File: src/rtl/tssd_pkg.sv
// Package for the temperature seven-segment display.
// It holds the transaction types, the digit codes and the segment decode.
// It has no dependencies.
package tssd_pkg;

  localparam int DIGIT_COUNT = 6;

  // Request kinds.
  localparam logic REQ_REPORT = 1'b0;
  localparam logic REQ_TICK   = 1'b1;

  // Digit codes. The values 0 to 9 are plain decimal digits.
  localparam logic [3:0] CODE_BLANK  = 4'h0a;
  localparam logic [3:0] CODE_C      = 4'h0b;
  localparam logic [3:0] CODE_DEGREE = 4'h0c;
  localparam logic [3:0] CODE_MINUS  = 4'h0d;

  // Scan constants.
  localparam logic [2:0] POS_BLANK_SLOT = 3'd6;
  localparam logic [2:0] POS_DOT        = 3'd3;
  localparam logic [7:0] PATTERN_FIRST  = 8'h7f;
  localparam logic [7:0] PORT_DARK      = 8'hff;

  typedef logic [3:0] code_t;
  typedef code_t [DIGIT_COUNT-1:0] codes_t;

  typedef struct packed {
    logic        req_type;
    logic        sensor_absent;
    logic [15:0] raw_reading;
  } in_t;

  typedef struct packed {
    logic [7:0] segment_byte;
    logic [7:0] digit_select;
  } out_t;

  // Control from the pipeline to the scan unit.
  typedef struct packed {
    logic fire;
    logic tick;
    logic absent;
  } step_t;

  // Active-low segment pattern for a digit code. Unused codes show blank.
  function automatic logic [7:0] seg_decode(input code_t code);
    logic [7:0] seg;
    case (code)
      4'd0:        seg = 8'hc0;
      4'd1:        seg = 8'hf9;
      4'd2:        seg = 8'ha4;
      4'd3:        seg = 8'hb0;
      4'd4:        seg = 8'h99;
      4'd5:        seg = 8'h92;
      4'd6:        seg = 8'h82;
      4'd7:        seg = 8'hf8;
      4'd8:        seg = 8'h80;
      4'd9:        seg = 8'h90;
      CODE_C:      seg = 8'hc6;
      CODE_DEGREE: seg = 8'h9c;
      CODE_MINUS:  seg = 8'hbf;
      default:     seg = 8'hff;
    endcase
    return seg;
  endfunction

endpackage

File: src/rtl/temperature_seven_segment_display.sv
// Temperature seven-segment display driver, top level.
// Path: a transaction accepted into the input register moves on to the port registers,
// which form the result register, when it advances; a stalled output holds it there.
// Throughput: one transaction per cycle unless stalled; the conversion is combinational.
// Reset (rst, synchronous): pipeline empty, sensor present, codes zero, ports 0xff.
module temperature_seven_segment_display import tssd_pkg::*; (
  input  logic clk,
  input  logic rst,
  input  logic in_valid,
  output logic in_stall,
  input  in_t  in_data,
  output logic out_valid,
  input  logic out_stall,
  output out_t out_data
);

  logic   a_valid;
  in_t    a_data;
  logic   advance;
  logic   accept;
  step_t  step;
  codes_t new_codes;
  logic [7:0] segment_port;
  logic [7:0] select_port;

  // Move the held transaction on whenever the result register is free or being taken.
  assign advance  = a_valid && (!out_valid || !out_stall);
  assign in_stall = a_valid && !advance;
  assign accept   = in_valid && !in_stall;

  // Input register.
  always_ff @(posedge clk) begin
    if (rst) begin
      a_valid <= 1'b0;
    end else if (accept) begin
      a_valid <= 1'b1;
    end else if (advance) begin
      a_valid <= 1'b0;
    end
  end

  always_ff @(posedge clk) begin
    if (accept) begin
      a_data <= in_data;
    end
  end

  // Result valid follows the port registers.
  always_ff @(posedge clk) begin
    if (rst) begin
      out_valid <= 1'b0;
    end else if (advance) begin
      out_valid <= 1'b1;
    end else if (!out_stall) begin
      out_valid <= 1'b0;
    end
  end

  assign step.fire   = advance;
  assign step.tick   = a_data.req_type;
  assign step.absent = a_data.sensor_absent;

  tssd_convert u_convert (
    .raw_reading (a_data.raw_reading),
    .codes       (new_codes)
  );

  tssd_scan u_scan (
    .clk          (clk),
    .rst          (rst),
    .step         (step),
    .new_codes    (new_codes),
    .segment_port (segment_port),
    .select_port  (select_port)
  );

  // The port registers change only on advance, so a stalled result holds.
  assign out_data.segment_byte = segment_port;
  assign out_data.digit_select = select_port;

endmodule

File: src/rtl/tssd_convert.sv
// Converts a two's complement reading in sixteenths of a degree into six digit codes.
// Depends on tssd_pkg for the code values and the codes_t type.
module tssd_convert import tssd_pkg::*; (
  input  logic [15:0] raw_reading,
  output codes_t      codes
);

  logic        negative;
  logic [15:0] mag;
  logic [7:0]  whole;
  logic [1:0]  hundreds;
  logic [7:0]  hund_sub;
  logic [6:0]  rem;
  logic [14:0] tens_prod;
  logic [3:0]  tens;
  logic [3:0]  units;
  logic [7:0]  frac_x10;
  logic [3:0]  tenths;

  // Magnitude by plain 16-bit negation of negative readings.
  assign negative = raw_reading[15];
  assign mag      = negative ? 16'(16'd0 - raw_reading) : raw_reading;
  assign whole    = mag[11:4];

  // Hundreds by comparison, since the integer part stays below 256.
  always_comb begin
    if (whole >= 8'd200) begin
      hundreds = 2'd2;
      hund_sub = 8'd200;
    end else if (whole >= 8'd100) begin
      hundreds = 2'd1;
      hund_sub = 8'd100;
    end else begin
      hundreds = 2'd0;
      hund_sub = 8'd0;
    end
  end

  // Tens by multiplying with 205/2048, exact for values below 100.
  assign rem       = 7'(whole - hund_sub);
  assign tens_prod = 15'(rem) * 15'd205;
  assign tens      = tens_prod[14:11];
  assign units     = 4'(rem - 7'(tens) * 7'd10);

  // Tenths are the fraction times ten, divided by sixteen.
  assign frac_x10 = 8'(mag[3:0]) * 8'd10;
  assign tenths   = frac_x10[7:4];

  // Assemble codes with leading-zero blanking and the minus sign.
  always_comb begin
    codes[0] = CODE_C;
    codes[1] = CODE_DEGREE;
    codes[2] = tenths;
    codes[3] = units;
    codes[4] = tens;
    codes[5] = code_t'(hundreds);
    if (hundreds == 2'd0) begin
      codes[5] = CODE_BLANK;
      if (tens == 4'd0) begin
        codes[4] = CODE_BLANK;
      end
    end
    if (negative) begin
      codes[5] = CODE_MINUS;
    end
  end

endmodule

File: src/rtl/tssd_scan.sv
// Display state and multiplexed scan: stored digit codes, scan position and port registers.
// Depends on tssd_pkg for step_t, codes_t and the segment decode.
module tssd_scan import tssd_pkg::*; (
  input  logic       clk,
  input  logic       rst,
  input  step_t      step,
  input  codes_t     new_codes,
  output logic [7:0] segment_port,
  output logic [7:0] select_port
);

  logic       sensor_missing;
  codes_t     digit_codes;
  logic [2:0] scan_position;
  logic [7:0] select_pattern;
  logic [7:0] cur_seg;

  // Segment pattern of the digit under the scan, with the decimal point at the units digit.
  always_comb begin
    case (scan_position)
      3'd0, 3'd1, 3'd2, 3'd3, 3'd4, 3'd5: cur_seg = seg_decode(digit_codes[scan_position]);
      default:                            cur_seg = PORT_DARK;
    endcase
    if (scan_position == POS_DOT) begin
      cur_seg[7] = 1'b0;
    end
  end

  // State update for each transaction that leaves the input register.
  always_ff @(posedge clk) begin
    if (rst) begin
      sensor_missing <= 1'b0;
      digit_codes    <= '0;
      scan_position  <= '0;
      select_pattern <= PATTERN_FIRST;
      segment_port   <= PORT_DARK;
      select_port    <= PORT_DARK;
    end else if (step.fire) begin
      if (step.tick == REQ_REPORT) begin
        sensor_missing <= step.absent;
        if (!step.absent) begin
          digit_codes <= new_codes;
        end
      end else if (sensor_missing) begin
        segment_port <= PORT_DARK;
        select_port  <= PORT_DARK;
      end else if (scan_position >= POS_BLANK_SLOT) begin
        scan_position  <= '0;
        select_pattern <= PATTERN_FIRST;
        select_port    <= PORT_DARK;
      end else begin
        segment_port   <= cur_seg;
        select_port    <= select_pattern;
        select_pattern <= {1'b1, select_pattern[7:1]};
        scan_position  <= scan_position + 3'd1;
      end
    end
  end

endmodule

File: config.mk
export PLATFORM = sky130hd
export DESIGN_NAME = temperature_seven_segment_display
export DESIGN_NICKNAME = d
export VERILOG_FILES = /design/src/rtl/tssd_pkg.sv /design/src/rtl/temperature_seven_segment_display.sv /design/src/rtl/tssd_convert.sv /design/src/rtl/tssd_scan.sv
export SDC_FILE = /design/constraint.sdc
export NUM_CORES = 1
export LEC_CHECK = 0
export ABC_CLOCK_PERIOD_IN_PS = 9400
export BUFFER_PORTS_ARGS = -buffer_cell sky130_fd_sc_hd__buf_2
export CAP_MARGIN = 20
export CORE_ASPECT_RATIO = 1.25
export CORE_MARGIN = 3
export CORE_UTILIZATION = 48
export DETAILED_ROUTE_END_ITERATION = 16
export GPL_TIMING_DRIVEN = 0
export HOLD_SLACK_MARGIN = 0.12
export PLACE_DENSITY = 0.77
export SYNTH_ARGS = -nofsm -noshare
export SYNTH_HDL_FRONTEND = slang
export SYNTH_HIERARCHICAL = 1
export SYNTH_SLANG_ARGS = --single-unit
export TNS_END_PERCENT = 5
File: constraint.sdc
create_clock -name clk -period 9.4 [get_ports clk]
set_clock_uncertainty 0.2 [all_clocks]
set_input_delay 0.47 -clock clk [delete_from_list [all_inputs] [get_ports clk]]
set_output_delay 0.47 -clock clk [all_outputs]
set_load 0.02 [all_outputs]
Word level (Yosys, flattened, before mapping)
Memory sizes are Yosys's and may differ from the RTL's.
Index checks and enable logic that the tools add are counted.

word-level totals
  input bits = 22
  output and inout bits = 18
  flip-flop bits (word level) = 66
  ROM bits = 112
  memories = 1
  word-level logic and storage cells = 78

cells by class
  $mul = 3
  eq/ne operators = 7
  muxes and demuxes = 22
  add/sub/neg operators = 4
  reductions and logical operators = 18
  $lt $le $gt $ge = 4
  bitwise operators = 3

memories
  name              depth  bits a word  read ports  clocked after memory_dff  wr ports  RTL line        source
  (name not given)  16     7            1           0                         0         tssd_pkg.sv:48  case (code)

operators by type and width
  operator               number
  $mux 8                 7
  $mul 7x8->15 const B   1
  $mux 7                 2
  $bmux 4 s3             1
  $mux 12                1
  $mux 4                 3
  $sub 1x12->12 const A  1
  $reduce_and 3->1       3
  $ge 8x7->1 const B     1
  $ge 8x8->1 const B     1
  $mul 4x3->7 const B    1
  $sub 7x7->7            1
  $eq 3x2->1 const B     2
  $eq 3x3->1 const B     2
  $mux 1                 6
  $reduce_or 6->1        1
  $logic_not 1->1        4
  $logic_not 4->1        1
  $lt 3x4->1 const B     1
  $mul 4x3->3 const B    1
  $ne 2x1->1 const B     2
  $reduce_and 2->1       2
  $sub 4x4->4            1
  $add 3x1->3 const B    1
  other kinds (10)       14

Longest topological paths before layout
  word-level depth = 11
  gate-level depth with buffers = 35
  depth with buffers taken out = 35

By module
Netlist, hierarchy kept.

modules (own cells, without submodules)
  module                             times used  sequential area each (µm²)  area an instance (µm²)  cells each
  tssd_scan                          1           1,041.0                     2,412.3                 289
  tssd_convert                       1           0.0                         1,705.4                 197
  temperature_seven_segment_display  1           580.6                       626.9                   28

Worst setup path before layout
OpenSTA, ideal clock, no wires.

  path type = register to register
  start point = register a_data[4] (netlist bit)
  end point = register u_scan/digit_codes[15] (netlist bit)
  stages on the path, launching flop included = 32
  data required time = 9.130 ns
  slack = 2.011 ns
  period minus slack after synthesis = 7.389 ns
  arrival time = 7.118 ns
  library setup time = 0.070 ns
  path buffers = 1
  path through = edfxtp_1 -> or4_4 -> buf_6 -> o41a_1 -> xnor2_1 -> a211oi_1 -> inv_2 -> fa_1 -> nand2b_1 -> a21oi_1 -> xor2_1 -> ha_1 -> ha_1 -> fa_1 -> inv_1 -> fa_1 -> inv_1 -> ha_1 -> and4_1 -> nand2_1 -> o21ai_1 -> a211oi_2 -> xor2_1 -> inv_1 -> ha_1 -> inv_1 -> fa_1 -> xnor2_1 -> xnor3_1 -> xnor2_1 -> nand2_1 -> a21oi_1

RTL lines
  item                    RTL line                                 source
  from (decl)             temperature_seven_segment_display.sv:18  in_t a_data;
  from (signal assigned)  temperature_seven_segment_display.sv:44  a_data <= in_data;
  to (signal assigned)    tssd_scan.sv:42                          digit_codes <= new_codes;
  to (decl)               tssd_scan.sv:13                          codes_t digit_codes;

==> metrics.yaml <==
timing:
  setup_viol: 0
  fin_crit_ns: 8.06
  worst_slack_ns: 1.34
  finalCritPeriodShare_pct: 85.7
  slew_headroom_pct: 59.5
  slew_viol_final: 0
  rsz0062_at_grt: "false"
  final.setup.tns_ns: 0
  hold_viol: 0
  tightest_slew_ns: 0.605
  fmax_mhz: 124
route:
  avgRoutedWirePerCell_um: 14.0
  dr.pass1.iters: 4
  drt-total-wl_mm: 9.96
  drc: 0
  ant_nets: 0
  drt-vias-per-instance: 5.41
  drt_iter0_markers: 169
  vias: 3837
power_and_ir_drop:
  leakagePower_nw: 2.29
  cellPowerDensity_nw_per_um2: 328
  ir_drop_uv: 423
cts:
  cts_root_buf: "clkbuf_16"
  post-cts-setup-buffers: 0
  cts_buffers: 9
  clkTransAtPathRegs_ns: 0.06
  cts_sinks: 69
  clk_latency_ns: 0.33
  cts_max_level: 3
  clockBufferDepth: 2
  cts_tree: "done"
placement:
  globalplace.congestion: 0.868
  placed_cells: 676
  pre_cts_slack_ns: 1.33
  dp_hpwl_mm: 7.32
  numPortBuffers: 36
critical_path:
  path_delay_family: "adder cells"
  required_ns: 9.46
  crit_type: "reg2reg"
  r2r-start: "a_data[4]"
  setup.worst_path.start_class: "register"
  r2r_setup_slack_ns: 1.34
  crit_buf_inv: 5
  arrival_ns: 8.12
  r2r-end: "u_scan/digit_codes[15]"
  cpPeakStageDelay_ns: 0.56
  end_kind: "register"
  reg2reg_depth: 29
  slowest_stage: "or4_4"
  path_max_fanout: 6
global_route:
  grt_max_degree: 16
  grt_pass1_wl_mm: 17.1
  grt_pass1_vias: 3831
  antenna_found_initial: 0
  grt_overflow: 0
  grt_use_total_pct: 19.6
layout:
  syn_to_final_growth_pct: 18.4
  n_fill_cell: 817
  layout-drive-gt1-share_pct: 14.8
  num_antenna_cells: 0
  instances_no_fill: 709
  multi_input_area_um2: 2830
  seqCellArea_um2: 1530
  fin_nets: 667
synth:
  synthCells: 511
  syn-cell-area_um2: 4650
  syn_area_per_cell_um2: 9.11
  yosysWarnings: 6
floorplan:
  ios: 40
  die_x_um: 94.1
  row_count: 39
  die_area_um2: 10900
  fp.dieH_um: 116
  start_util_pct: 50.2
  core-area_um2: 9270
worst_hold_path:
  hold_path.class: "in2reg"
  min_path_cells: 3
  min_from: "in_valid"
  min_to: "a_valid"
flow_run:
  drv_cap: 0
outcome:
  outcome: "finished, final reports clean"
cell usage in the layout, fill, tap and decap left out, drive strengths merged, types with 10 or more instances in the layout:
master,n
ha,53
nor2,22
edfxtp,15
o22ai,19
xnor2,12
inv,40
fa,11
o21ai,10
nand2,81
a21oi,42
clkbuf,23
mux2i,16
dlygate4sd3,16
dfxtp,54
buf,53
worst min-delay path, cell delays in order:
cell     delay, ns
buf_2         0.07
inv_1         0.05
a21oi_2       0.10
metrics by stage:
step | power (mW) | utilization, % | instance area, um^2 | hold WS [ns]
global placement | 1.40 | 54.0 | 5010 | 0.244
finish | 1.81 | 59.4 | 5510 | 0.205
detailed placement | 1.45 | 54.0 | 5010 | 0.247
CTS | 1.83 | 59.3 | 5500 | 0.187
floorplan | 1.22 | - | 4680 | 0.236
global route | 2.02 | 59.4 | 5510 | 0.206
registers in the layout (all words and copies together), names as in the netlist:
register / flops
u_scan/digit_codes: 24
a_data: 15
u_scan/segment_port: 8
u_scan/select_pattern: 8
u_scan/select_port: 8
u_scan/scan_position: 3
a_valid: 1
out_valid: 1
u_scan/sensor_missing: 1
layout make-up:
cell class | instances | share of cell area (%)
plain buffers | 29 | 3.20
clock buffers | 10 | 4.54
clock inverters | 6 | 1.39
inverters | 38 | 2.59
multi-input cells | 381 | 51.3
flip-flops and latches | 69 | 27.8
well taps | 123 | 2.79
repair buffers | 53 | 6.38
what timing repair did:
action / 4_1_cts / 5_1_grt
gates resized for setup: 0 / 0
hold buffers: 16 / 0
hold endpoints to repair: 17 / 0
layer usage:
metal | vias up | global-route usage [%] | share of wire [%] | wire length, um
met5 | - | 0 | 0 | 0
met4 | 0 | 7.61 | 2.4 | 240
met3 | 20 | 3.80 | 3.1 | 311
met1 | 1824 | 21.7 | 41 | 4100
li1 | 1920 | - | - | -
met2 | 73 | 36.8 | 53 | 5310
how the worst max path moves through the flow:
stage	startpoint	to	slack, ns	cells after the start
after floorplan	a_data[4]	u_scan/digit_codes[15]	2.01	31
after global placement	a_data[4]	u_scan/digit_codes[15]	1.49	30
after detailed placement	a_data[4]	u_scan/digit_codes[15]	1.33	29
after CTS	a_data[4]	u_scan/digit_codes[15]	1.32	29
after global routing	a_data[4]	u_scan/digit_codes[15]	0.84	29
final	a_data[4]	u_scan/digit_codes[15]	1.34	29
report_power, final:
part           internal (mW)  total [mW]  switching (mW)
Combinational          0.507        1.11           0.607
Sequential             0.321       0.334          0.0125
Clock                  0.226       0.360           0.134
Total                   1.05        1.81           0.754
(Power assumes the default switching activity.)
